===== src/rtl/rtm_pkg.sv =====
// ----------------------------------------------------------------------------
// rtm_pkg
// Types and constants shared by the IPv4 route table match core.
// ----------------------------------------------------------------------------
`default_nettype none

package rtm_pkg;

  localparam int ENTRIES = 16;
  localparam int IDX_W   = (ENTRIES > 1) ? $clog2(ENTRIES) : 1;
  localparam int CNT_W   = $clog2(ENTRIES + 1);
  localparam int SLOT_W  = 4;

  typedef enum logic [2:0] {
    ST_ADDED     = 3'd0,
    ST_DUPLICATE = 3'd1,
    ST_FULL      = 3'd2,
    ST_MATCHED   = 3'd3,
    ST_NO_ROUTE  = 3'd4
  } rtm_status_t;

  typedef enum logic {
    ACT_ADD   = 1'b0,
    ACT_MATCH = 1'b1
  } rtm_action_t;

  typedef struct packed {
    logic        action;
    logic [31:0] address;
    logic [31:0] mask;
    logic [31:0] next_hop;
  } rtm_in_t;

  typedef struct packed {
    logic [2:0]        status;
    logic [31:0]       gateway_out;
    logic [SLOT_W-1:0] slot;
  } rtm_out_t;

  typedef struct packed {
    logic [31:0] dest;
    logic [31:0] mask;
    logic [31:0] gateway;
  } rtm_route_t;

  typedef struct packed {
    logic             en;
    logic [IDX_W-1:0] addr;
    rtm_route_t       data;
  } rtm_wr_t;

endpackage

`default_nettype wire


===== src/rtl/rtm_route_mem.sv =====
// ----------------------------------------------------------------------------
// rtm_route_mem
// Route store: one write port, one read port, read data registered.
// ----------------------------------------------------------------------------
`default_nettype none

module rtm_route_mem
  import rtm_pkg::*;
(
  input  wire logic             clk,
  input  wire rtm_wr_t          wr,
  input  wire logic             rd_en,
  input  wire logic [IDX_W-1:0] rd_addr,
  output rtm_route_t            rd_data
);

  rtm_route_t route_mem_r [ENTRIES];
  rtm_route_t rd_data_r;

  always_ff @(posedge clk) begin
    if (wr.en) begin
      route_mem_r[wr.addr] <= wr.data;
    end
  end

  always_ff @(posedge clk) begin
    if (rd_en) begin
      rd_data_r <= route_mem_r[rd_addr];
    end
  end

  assign rd_data = rd_data_r;

endmodule

`default_nettype wire


===== src/rtl/ipv4_route_table_match_core.sv =====
// ----------------------------------------------------------------------------
// ipv4_route_table_match_core
// Route table with add and newest-first match, scanned one entry a cycle.
// ----------------------------------------------------------------------------
// The result strobe follows the scan of the n stored routes; a hit ends the
//   scan early.
// A transaction holds the core busy for its whole scan, paced by the single
//   read port of the route store, one entry read per cycle.
// A new start is taken in the cycle the result strobe is shown.
// Reset clears the route count and control state; the store needs no clearing.
// ----------------------------------------------------------------------------
`default_nettype none

module ipv4_route_table_match_core
  import rtm_pkg::*;
(
  input  wire logic    clk,
  input  wire logic    rst_n,
  input  wire logic    start,
  input  wire rtm_in_t in_data,
  output logic         busy,
  output logic         out_valid,
  output rtm_out_t     out_data
);

  typedef enum logic {
    S_IDLE,
    S_SCAN
  } state_t;

  state_t             state_r,    state_nxt;
  logic [CNT_W-1:0]   count_r,    count_nxt;
  logic [CNT_W-1:0]   left_r,     left_nxt;
  logic [IDX_W-1:0]   iss_idx_r,  iss_idx_nxt;
  logic               pend_r,     pend_nxt;
  logic [IDX_W-1:0]   pend_idx_r, pend_idx_nxt;
  logic               out_valid_r, out_valid_nxt;
  rtm_out_t           out_data_r, out_data_nxt;

  logic               act_r;
  logic [31:0]        addr_r;
  logic [31:0]        mask_r;
  logic [31:0]        gw_r;

  rtm_wr_t            mem_wr;
  logic               mem_rd_en;
  logic [IDX_W-1:0]   mem_rd_addr;
  rtm_route_t         mem_rd_data;

  logic               accept;
  logic               hit;
  logic [CNT_W-1:0]   count_dec;
  logic [IDX_W+SLOT_W-1:0] pend_slot_w;
  logic [IDX_W+SLOT_W-1:0] add_slot_w;

  rtm_route_mem u_mem (
    .clk     (clk),
    .wr      (mem_wr),
    .rd_en   (mem_rd_en),
    .rd_addr (mem_rd_addr),
    .rd_data (mem_rd_data)
  );

  assign accept    = start && (state_r == S_IDLE);
  assign count_dec = count_r - CNT_W'(1);

  assign pend_slot_w = {{SLOT_W{1'b0}}, pend_idx_r};
  assign add_slot_w  = {{SLOT_W{1'b0}}, count_r[IDX_W-1:0]};

  always_comb begin
    if (act_r == ACT_MATCH) begin
      hit = pend_r && ((addr_r & mem_rd_data.mask) == mem_rd_data.dest);
    end else begin
      hit = pend_r && (mem_rd_data.dest == addr_r) && (mem_rd_data.mask == mask_r);
    end
  end

  always_comb begin
    state_nxt     = state_r;
    count_nxt     = count_r;
    left_nxt      = left_r;
    iss_idx_nxt   = iss_idx_r;
    pend_nxt      = 1'b0;
    pend_idx_nxt  = pend_idx_r;
    out_valid_nxt = 1'b0;
    out_data_nxt  = out_data_r;
    mem_rd_en     = 1'b0;
    mem_rd_addr   = iss_idx_r;
    mem_wr.en     = 1'b0;
    mem_wr.addr   = count_r[IDX_W-1:0];
    mem_wr.data   = '{dest: addr_r, mask: mask_r, gateway: gw_r};

    case (state_r)
      S_IDLE: begin
        if (start) begin
          state_nxt = S_SCAN;
          left_nxt  = count_r;
          if (in_data.action == ACT_MATCH) begin
            iss_idx_nxt = count_dec[IDX_W-1:0];
          end else begin
            iss_idx_nxt = '0;
          end
        end
      end
      S_SCAN: begin
        if (hit) begin
          state_nxt     = S_IDLE;
          out_valid_nxt = 1'b1;
          if (act_r == ACT_MATCH) begin
            out_data_nxt.status      = ST_MATCHED;
            out_data_nxt.gateway_out = mem_rd_data.gateway;
            out_data_nxt.slot        = pend_slot_w[SLOT_W-1:0];
          end else begin
            out_data_nxt.status      = ST_DUPLICATE;
            out_data_nxt.gateway_out = '0;
            out_data_nxt.slot        = '0;
          end
        end else if (left_r == '0) begin
          state_nxt                = S_IDLE;
          out_valid_nxt            = 1'b1;
          out_data_nxt.gateway_out = '0;
          out_data_nxt.slot        = '0;
          if (act_r == ACT_MATCH) begin
            out_data_nxt.status = ST_NO_ROUTE;
          end else if (count_r == CNT_W'(ENTRIES)) begin
            out_data_nxt.status = ST_FULL;
          end else begin
            mem_wr.en           = 1'b1;
            count_nxt           = count_r + CNT_W'(1);
            out_data_nxt.status = ST_ADDED;
            out_data_nxt.slot   = add_slot_w[SLOT_W-1:0];
          end
        end else begin
          mem_rd_en    = 1'b1;
          pend_nxt     = 1'b1;
          pend_idx_nxt = iss_idx_r;
          left_nxt     = left_r - CNT_W'(1);
          if (act_r == ACT_MATCH) begin
            iss_idx_nxt = iss_idx_r - IDX_W'(1);
          end else begin
            iss_idx_nxt = iss_idx_r + IDX_W'(1);
          end
        end
      end
      default: begin
        state_nxt = S_IDLE;
      end
    endcase
  end

  always_ff @(posedge clk) begin
    if (!rst_n) begin
      state_r     <= S_IDLE;
      count_r     <= '0;
      left_r      <= '0;
      iss_idx_r   <= '0;
      pend_r      <= 1'b0;
      pend_idx_r  <= '0;
      out_valid_r <= 1'b0;
    end else begin
      state_r     <= state_nxt;
      count_r     <= count_nxt;
      left_r      <= left_nxt;
      iss_idx_r   <= iss_idx_nxt;
      pend_r      <= pend_nxt;
      pend_idx_r  <= pend_idx_nxt;
      out_valid_r <= out_valid_nxt;
    end
    out_data_r <= out_data_nxt;
  end

  // operands of the transaction in flight; add keeps the masked destination
  always_ff @(posedge clk) begin
    if (accept) begin
      act_r  <= in_data.action;
      addr_r <= (in_data.action == ACT_MATCH) ? in_data.address
                                              : (in_data.address & in_data.mask);
      mask_r <= in_data.mask;
      gw_r   <= in_data.next_hop;
    end
  end

  assign busy      = (state_r != S_IDLE);
  assign out_valid = out_valid_r;
  assign out_data  = out_data_r;

endmodule

`default_nettype wire


===== config.mk =====
export PLATFORM = sky130hd
export DESIGN_NAME = ipv4_route_table_match_core
export DESIGN_NICKNAME = d
export VERILOG_FILES = /design/src/rtl/rtm_pkg.sv /design/src/rtl/rtm_route_mem.sv /design/src/rtl/ipv4_route_table_match_core.sv
export SDC_FILE = /design/constraint.sdc
export NUM_CORES = 1
export LEC_CHECK = 0
export BUFFER_PORTS_ARGS = -buffer_cell sky130_fd_sc_hd__buf_4
export CORE_UTILIZATION = 45
export CTS_CLUSTER_DIAMETER = 80
export DETAILED_ROUTE_END_ITERATION = 10
export PLACE_DENSITY = 0.71
export SETUP_SLACK_MARGIN = 0.1
export SYNTH_ARGS = -nofsm -noshare
export SYNTH_HDL_FRONTEND = slang
export SYNTH_HIERARCHICAL = 1
export SYNTH_SLANG_ARGS = --single-unit

===== constraint.sdc =====
create_clock -name clk -period 11.9 [get_ports clk]
set_input_delay 1.785 -clock clk [delete_from_list [all_inputs] [get_ports clk]]
set_output_delay 1.785 -clock clk [all_outputs]
set_load 0.02 [all_outputs]

; ---- Yosys cells after proc, flatten, opt, wreduce, memory -nomap -nowiden
; Memories as Yosys holds them, arrays and structs flattened. A register that Yosys moved wholly into a read port is not among the register bits.
; Cells that the tools add are included.
[totals]
register_bits = 157
mem_bits_rw = 1536
input_bits = 100
wordCells = 78
mem_count = 1
[memory_table]
columns = name, depth, width, rd, rd_clocked_by_memory_dff, write_ports, line_no
row1 = u_mem.route_mem_r, 16, 96, 1, 1, 1, rtm_route_mem.sv:17  ; rtm_route_t route_mem_r [ENTRIES];
[op_classes]
add_sub_neg = 5
n_eq_ne = 7
n_mux = 33
bitwise = 7
reduce_logical = 11
[ops]
columns = cell, count
row1 = 32-bit equality test, 3
row2 = 39-bit two-way mux, 2
row3 = 32-bit AND, 2
row4 = 38-bit two-way mux, 1
row5 = 32-bit two-way mux, 1
row6 = 4-bit two-way mux, 7
row7 = 5-bit two-way mux, 3
row8 = 1-bit two-way mux, 14
row9 = 5-bit case mux with 2 select lines, 1
row10 = 4-bit case mux with 2 select lines, 1
row11 = "4-bit by 1-bit subtractor with 4-bit output, second input constant", 2
row12 = "2-bit inequality test, second input constant", 3
row13 = 3-bit AND reduction, 2
row14 = "5-bit by 1-bit adder with 5-bit output, second input constant", 1
row15 = "5-bit equality test, second input constant", 1
row16 = 5-bit zero test, 1
row17 = 1-bit NOT, 5
row18 = 5-bit AND reduction, 1
row19 = "5-bit by 1-bit subtractor with 5-bit output, second input constant", 1
row20 = "4-bit by 1-bit adder with 4-bit output, second input constant", 1
row21 = 1-bit logical AND, 4
row22 = 2-bit AND reduction, 2
row23 = 3-bit two-way mux, 1
row24 = 2-bit two-way mux, 1
row25 = other kinds (2), 2

; ---- Logic depth before layout (Yosys ltp)
; Gate-level depths: netlist of the first run.
[depth]
ltp_word = 8
depth_mapped = 9

; ---- By module
; The synthesis of the first run kept the hierarchy.
[by_module_without_submodules]
columns = mod, n_inst, cells_per_inst, area_per_inst_um2
row1 = rtm_route_mem, 1, 2460, 60316.6
row2 = ipv4_route_table_match_core, 1, 623, 7628.6

; ---- Least setup slack after synthesis of the first run
; No wires, ideal clock.
[synth_path]
kind = flip-flop to flip-flop
startpoint = reg count_r[0]
endpoint = mem u_mem/route_mem_r[0][0] (netlist bit), enable pin
setup_ns = 0.668
arrival_ns = 8.499
t_required_ns = 11.232
slack_ns = 2.733
path_stages_with_launch = 9
n_path_buf = 0
period_less_slack_ns = 9.167
path_cell_list = dfxtp_1 -> inv_1 -> ha_1 -> a41o_1 -> nor2_1 -> o21ai_0 -> inv_1 -> or3b_2 -> nor3_1
[synth_rtl]
columns = element, line_no
row1 = start: declaration, ipv4_route_table_match_core.sv:32  ; logic [CNT_W-1:0] count_r, count_nxt;
row2 = start signal: assignment, ipv4_route_table_match_core.sv:162  ; count_r <= count_nxt;
row3 = end: declaration, rtm_route_mem.sv:17

==> results.py, run 1 <==
metrics = {
    "floorplanning": {
        "core_area_um2": 150000,
        "rows": 142,
        "fp.dieW_um": 391,
        "start_util_pct": 45.4,
        "dieArea_um2": 153000,
        "die_y_um": 391,
        "boundaryPins": 141,
    },
    "sta": {
        "rsz0062_at_grt": "no",
        "setup_violations": 0,
        "finalCritPeriodShare_pct": 38.0,
        "period_minus_slack_ps": 4520,
        "fin_setup_tns_ps": 0,
        "slew_violations": 0,
        "fin_skew_ps": 40.0,
        "fmax_mhz": 221,
        "worst_slack_ps": 7380,
        "max_slew_margin_pct": 23.9,
        "hold_slack_ps": 485,
        "max_slew.worst_pin.slew_ps": 1140,
        "finalHoldViolCount": 0,
    },
    "clock_tree": {
        "clock_latency_ps": 830,
        "cts-htree-levels": 4,
        "clk_pin_slew_ps": 60,
        "cts_root_buf": "clkbuf_16",
        "cts_sinks": 1789,
        "cts_tree": "done",
        "cts_setup_buffers": 0,
        "cts_resized": 0,
        "cts.path.max_buffers": 3,
        "postCtsHoldBufs": 0,
        "cts_buffers": 174,
    },
    "layout": {
        "post-route-util_pct": 51.5,
        "layout-drive-gt1-share_pct": 25.0,
        "ff_latch_area_um2": 53500,
        "multi_input_area_um2": 13700,
        "nFillCells": 11400,
        "final_nets": 3424,
        "area_delta_synth_final_pct": 13.6,
    },
    "routing": {
        "drtPass1Iterations": 5,
        "drc": 0,
        "drt-initial-drc-count": 4021,
        "wl_per_cell_um": 29.5,
        "ant_nets": 0,
        "viasPerCell": 6.05,
        "num_vias": 33100,
        "routed_wl_mm": 162,
    },
    "pwr": {
        "swShare_pct": 22.6,
        "pwr-share-comb_pct": 7.7,
        "p_sw_mw": 3.12,
        "internal-power_mw": 10.7,
        "power.leakage_nw": 23.9,
        "p_clk_share_pct": 39.9,
        "powerDensity_nw_per_um2": 179,
        "pwr-share-seq_pct": 52.5,
        "ir_drop_uv": 133,
    },
    "synthesis": {
        "ys_ff_latch": 1789,
        "synth-async-reset-ratio_pct": 0,
        "synth_edf_count": 1768,
        "syn_area_um2": 67900,
        "ys_types": 69,
        "synth_nets": 3191,
        "synthCells": 3083,
        "synth_top_flop_cell": "edfxtp_1",
        "avgSynthCellArea_um2": 22.0,
        "ys_warn_count": 6,
        "synth-seq-area-share_pct": 78.8,
    },
    "grt": {
        "grtUsageTotal_pct": 21.4,
        "grt-ovfl-total": 0,
        "grt_max_degree": 144,
        "grt_pass1_vias": 33400,
        "grt_antenna_before_repair": 9,
        "grt_pass1_wl_mm": 234,
    },
    "critical_path": {
        "timing_worst_setup_path_type": "register to register",
        "required_ps": 12360,
        "cp-end-kind": "register",
        "critPathLaunchType": "register",
        "cp_max_fo": 37,
        "reg2reg_slack_ps": 7380,
        "crit_arrival_ps": 4980,
    },
    "placement": {
        "routabilityCongestion": 0.928,
        "dp_hpwl_mm": 85.9,
        "io_buffers": 140,
        "pre_cts_ws_ps": 7470,
    },
    "outcome": {
        "status": "completed",
    },
    "min_path": {
        "hp-class": "register to register",
    },
    "job": {
        "maxCapViolations": 0,
    },
}
## path summary, 6_finish.rpt
| check | from | endpoint | cells after the start |
|---|---|---|---|
| hold reg to reg | pend_idx_r[2]$_SDFFE_PN0P_ | pend_idx_r[2]$_SDFFE_PN0P_ | 2 |
| setup reg to reg | addr_r[1]$_DFFE_PP_ | u_mem/route_mem_r[10][82]$_DFFE_PP_ | 9 |
| hold / removal | pend_idx_r[2]$_SDFFE_PN0P_ | pend_idx_r[2]$_SDFFE_PN0P_ | 2 |
| setup / recovery | addr_r[1]$_DFFE_PP_ | u_mem/route_mem_r[10][82]$_DFFE_PP_ | 9 |
## per-layer routing
layer | global-route usage [%] | share of wire, %
met5 | 0 | 0.012
met4 | 6.42 | 2.8
met3 | 4.62 | 8.7
met2 | 34.1 | 49
met1 | 29.6 | 40
## cells in the mapped netlist (7+ instances only)
library cell	count	share of area [%]
buf_4	19	0.21
edfxtp_1	1768	78
buf_2	14	0.10
nor4_1	18	0.17
dfxtp_1	21	0.62
a21oi_1	14	0.10
ha_1	7	0.13
buf_1	29	0.16
inv_1	28	0.15
buf_6	22	0.36
xnor2_1	51	0.66
xor2_1	15	0.19
a22oi_1	192	2.1
and2_1	36	0.33
mux4_2	384	13
clkbuf_1	62	0.34
nor3_1	14	0.10
nand2b_1	16	0.15
nor2b_1	25	0.23
nand4_1	34	0.31
o21a_1	33	0.36
nor2_1	27	0.15
nand2_1	140	0.77
nand3_1	13	0.096
## stage by stage
step / cell area [µm²] / power [mW] / std cells
after floorplan: 67900 / 8.05 / 3083
after global placement: 71400 / 8.42 / 5156
after detailed placement: 71400 / 8.43 / 5156
after CTS: 77200 / 13.9 / 5481
after global routing: 77200 / 14.2 / 5481
final: 77200 / 13.8 / 5482
## critical path, stage by stage, from the launching register on
cell,delay (ps)
edfxtp_1,740
o22ai_1,180
nor4_1,870
nand4_1,350
o21ai_0,560
inv_1,180
nand3b_1,340
nor2_4,70
buf_4,360
buf_4,460
## power by group through the flow
stage	combinational [mW]	sequential [mW]	clock (mW)
after floorplan	0.743	7.31	0
after global placement	1.06	7.37	0
after detailed placement	1.06	7.38	0
after CTS	1.07	7.24	5.59
after global routing	1.12	7.26	5.83
final	1.06	7.24	5.51
## final cells by class
class | instances | share of cell area [%]
well taps | 2016 | 3.27
multi-input cells | 1120 | 17.7
inverters | 28 | 0.143
clock inverters | 110 | 1.54
diodes | 1 | 0.00324
clock buffers | 215 | 5.92
repair buffers | 203 | 2.04
flip-flops and latches | 1789 | 69.4
## state kept, by name (all words and copies together) (netlist names)
| name | flops |
|---|---|
| act_r | 1 |
| addr_r | 32 |
| busy | 1 |
| count_r | 5 |
| gw_r | 32 |
| iss_idx_r | 4 |
| left_r | 5 |
| mask_r | 32 |
| out_data | 39 |
| out_valid | 1 |
| pend_idx_r | 4 |
| pend_r | 1 |
| u_mem/rd_data | 96 |
| u_mem/route_mem_r | 1536 |
## cell usage in the layout (no fill, tap or decap), drive strengths merged, types with 3 or more instances in the layout
| master | n |
|---|---|
| a2111oi | 3 |
| a22o | 5 |
| nand4 | 35 |
| nor2b | 26 |
| and4 | 6 |
| o31ai | 4 |
| clkinv | 79 |
| nor2 | 27 |
| and3b | 6 |
| bufinv | 18 |
| buf | 203 |
| dfxtp | 21 |
| a31oi | 6 |
| o21a | 33 |
| a21o | 4 |
| mux2i | 4 |
| ha | 7 |
| edfxtp | 1768 |
| a21oi | 14 |
| nand3 | 13 |
| a21boi | 3 |
| or4 | 4 |
| and2 | 37 |
| mux4 | 384 |
| nand4b | 3 |
| clkbuf | 215 |
| nand3b | 3 |
| nor4 | 21 |
| inv | 34 |
| nand2b | 16 |
| a22oi | 192 |
| nand2 | 140 |
| nor3 | 14 |
| and3 | 5 |
| xnor2 | 51 |
| o22ai | 5 |
| clkinvlp | 7 |
| xor2 | 15 |
## cells by family after synthesis
kind of cell	after synthesis	synth area share, %
AO/OA/AOI/OAI	297	3.28
XOR/XNOR	66	0.851
adder cells (fa/ha/maj)	8	0.158
buffers and inverters	174	1.34
flip-flops	1789	78.8
multiplexers	388	12.8
AND/OR/NAND/NOR	361	2.84
No activity file was read; power rests on OpenSTA's default activity.
==> run 2: changes to the inputs <==
- PLACE_DENSITY: 0.71 -> 0.74
- clock period: 11.9 -> 4.05 ns (I/O delays scaled with it)
==> results.py, run 2 (same netlist as run 1, synthesis figures left out) <==
metrics = {
    "sta": {
        "rsz0062_at_grt": "no",
        "finalHoldViolCount": 0,
        "fin_setup_tns_ps": 0,
        "max_slew_margin_pct": 29.6,
        "fin_skew_ps": 38.2,
        "setup_violations": 0,
        "fmax_mhz": 263,
        "finalCritPeriodShare_pct": 93.8,
        "period_minus_slack_ps": 3800,
        "hold_slack_ps": 63.0,
        "slew_violations": 0,
        "max_slew.worst_pin.slew_ps": 1050,
    },
    "grt": {
        "grtUsageTotal_pct": 22.0,
        "globalRouteMet1Util_pct": 30.2,
        "grt_max_degree": 74,
        "gr-max-usage-layer": "met2",
        "use_met3_pct": 4.97,
        "grt_antenna_before_repair": 9,
        "grt_pass1_vias": 34800,
        "grt_util_met2_pct": 34.9,
        "grt-ovfl-total": 0,
        "grt_pass1_wl_mm": 241,
    },
    "layout": {
        "post-route-util_pct": 53.0,
        "largest_reg_flops": 1536,
        "layout-drive-gt1-share_pct": 27.3,
        "area_delta_synth_final_pct": 16.8,
        "nFillCells": 11100,
        "layout.cells.most_common": "edfxtp_1",
        "final_cell_mix": "1768 x edfxtp_1, 384 x mux4_2, 263 x buf_4",
        "multi_input_area_um2": 13700,
        "largest-register": "u_mem/route_mem_r",
        "final_nets": 3600,
        "ff_latch_area_um2": 53500,
        "finalInstanceArea_um2": 79400,
    },
    "routing": {
        "drc": 0,
        "wl_per_cell_um": 29.5,
        "num_vias": 34000,
        "viasPerCell": 6.02,
        "drt-initial-drc-count": 3980,
        "ant_nets": 0,
        "drtPass1Iterations": 6,
        "routed_wl_mm": 167,
    },
    "critical_path": {
        "critPathLaunchType": "register",
        "cp_max_fo": 20,
        "slowest_stage": "nor2_4",
        "required_ps": 4520,
        "reg2reg_slack_ps": 250,
        "path_buf_inv": 3,
        "cp-end-kind": "register",
        "crit_chain": "xnor2_1, nand4_1, nor4_1, buf_4, nand4_1, o21ai_2, inv_1, nand3b_1, nor2_4, buf_4",
        "crit_arrival_ps": 4270,
        "worst_path_largest_cell_delay_ps": 890,
        "timing_worst_setup_path_type": "register to register",
        "cp_top_family": "simple AND/OR/NAND/NOR gates",
    },
    "pwr": {
        "power.total_mw": 41.1,
        "p_sw_mw": 9.24,
        "internal-power_mw": 31.9,
        "pwr-share-seq_pct": 51.3,
        "power.leakage_nw": 24.9,
        "ir_drop_uv": 355,
        "swShare_pct": 22.5,
        "powerDensity_nw_per_um2": 518,
        "pwr-share-comb_pct": 8.8,
        "p_clk_share_pct": 39.9,
    },
    "placement": {
        "routabilityCongestion": 0.990,
        "dp_hpwl_mm": 93.6,
        "dpl-instance-area_um2": 72900,
        "io_buffers": 140,
    },
    "floorplanning": {
        "fp.dieW_um": 391,
        "rows": 142,
        "start_util_pct": 45.4,
        "die_y_um": 391,
        "boundaryPins": 141,
        "core_area_um2": 150000,
        "dieArea_um2": 153000,
    },
    "clock_tree": {
        "cts-htree-levels": 4,
        "cts_sinks": 1789,
        "cts_tree": "done",
        "cts_buffers": 175,
        "cts_root_buf": "clkbuf_16",
        "clock_latency_ps": 820,
        "clk_pin_slew_ps": 60,
        "cts.path.max_buffers": 3,
    },
    "min_path": {
        "hp-class": "input port to register",
    },
    "job": {
        "maxCapViolations": 0,
    },
    "outcome": {
        "status": "completed",
    },
}
==> run 2: cell types whose count changed in the layout (fill, tap and decap cells not counted), moves of 3 or more <==
cell and delta:
bufinv_16 +4, nor3_4 +4, clkbuf_1 -5, clkinv_16 -5, buf_4 +64, clkinv_1 -7, buf_12 +50, nor3_2 -4
clkinv_2 -9, dlygate4sd3_1 +60, clkinv_8 +3, clkinv_4 +3, clkinvlp_4 +4
==> run 2: final cells by class <==
type | instances | share of cell area [%]
diodes | 3 | 0.00946
repair buffers | 377 | 4.61
multi-input cells | 1121 | 17.3
well taps | 2016 | 3.18
inverters | 28 | 0.139
flip-flops and latches | 1789 | 67.4
clock buffers | 213 | 5.82
clock inverters | 105 | 1.53
==> run 2: worst paths after layout <==
kind                                    from                                  to  cells after the start
setup / recovery        addr_r[16]$_DFFE_PP_  u_mem/route_mem_r[9][36]$_DFFE_PP_                     10
hold / removal                   in_data[39]                 mask_r[7]$_DFFE_PP_                      1
hold reg to reg   pend_idx_r[2]$_SDFFE_PN0P_          pend_idx_r[2]$_SDFFE_PN0P_                      2
setup reg to reg        addr_r[16]$_DFFE_PP_  u_mem/route_mem_r[9][36]$_DFFE_PP_                     10
==> run 2: repair_timing <==
action                     CTS  global route
setup endpoints to repair    0           119
resized for setup            0             0
hold endpoints to repair    60             0
hold buffers                60             0
buffers inserted             0             7
==> run 2: metal layers <==
layer / share of wire (%) / routed length, µm
met4: 3.0 / 4950
met1: 39 / 64600
met5: 0.025 / 41
met2: 48 / 80600
met3: 9.9 / 16600
==> run 2: through the flow <==
step | cells | setup WS (ps)
after CTS | 5641 | 156
final | 5652 | 250
after global placement | 5263 | 254
after detailed placement | 5263 | 182
after floorplan | 3083 | -511
after global routing | 5649 | 102
==> run 2: power by group through the flow <==
| stage | clock network, mW | logic (mW) | registers, mW |
|---|---|---|---|
| final | 16.4 | 3.61 | 21.1 |
| after floorplan | 0 | 2.19 | 21.5 |
| after global routing | 17.3 | 3.81 | 21.1 |
| after CTS | 16.6 | 3.62 | 21.1 |
| after global placement | 0 | 3.51 | 21.5 |
| after detailed placement | 0 | 3.53 | 21.5 |
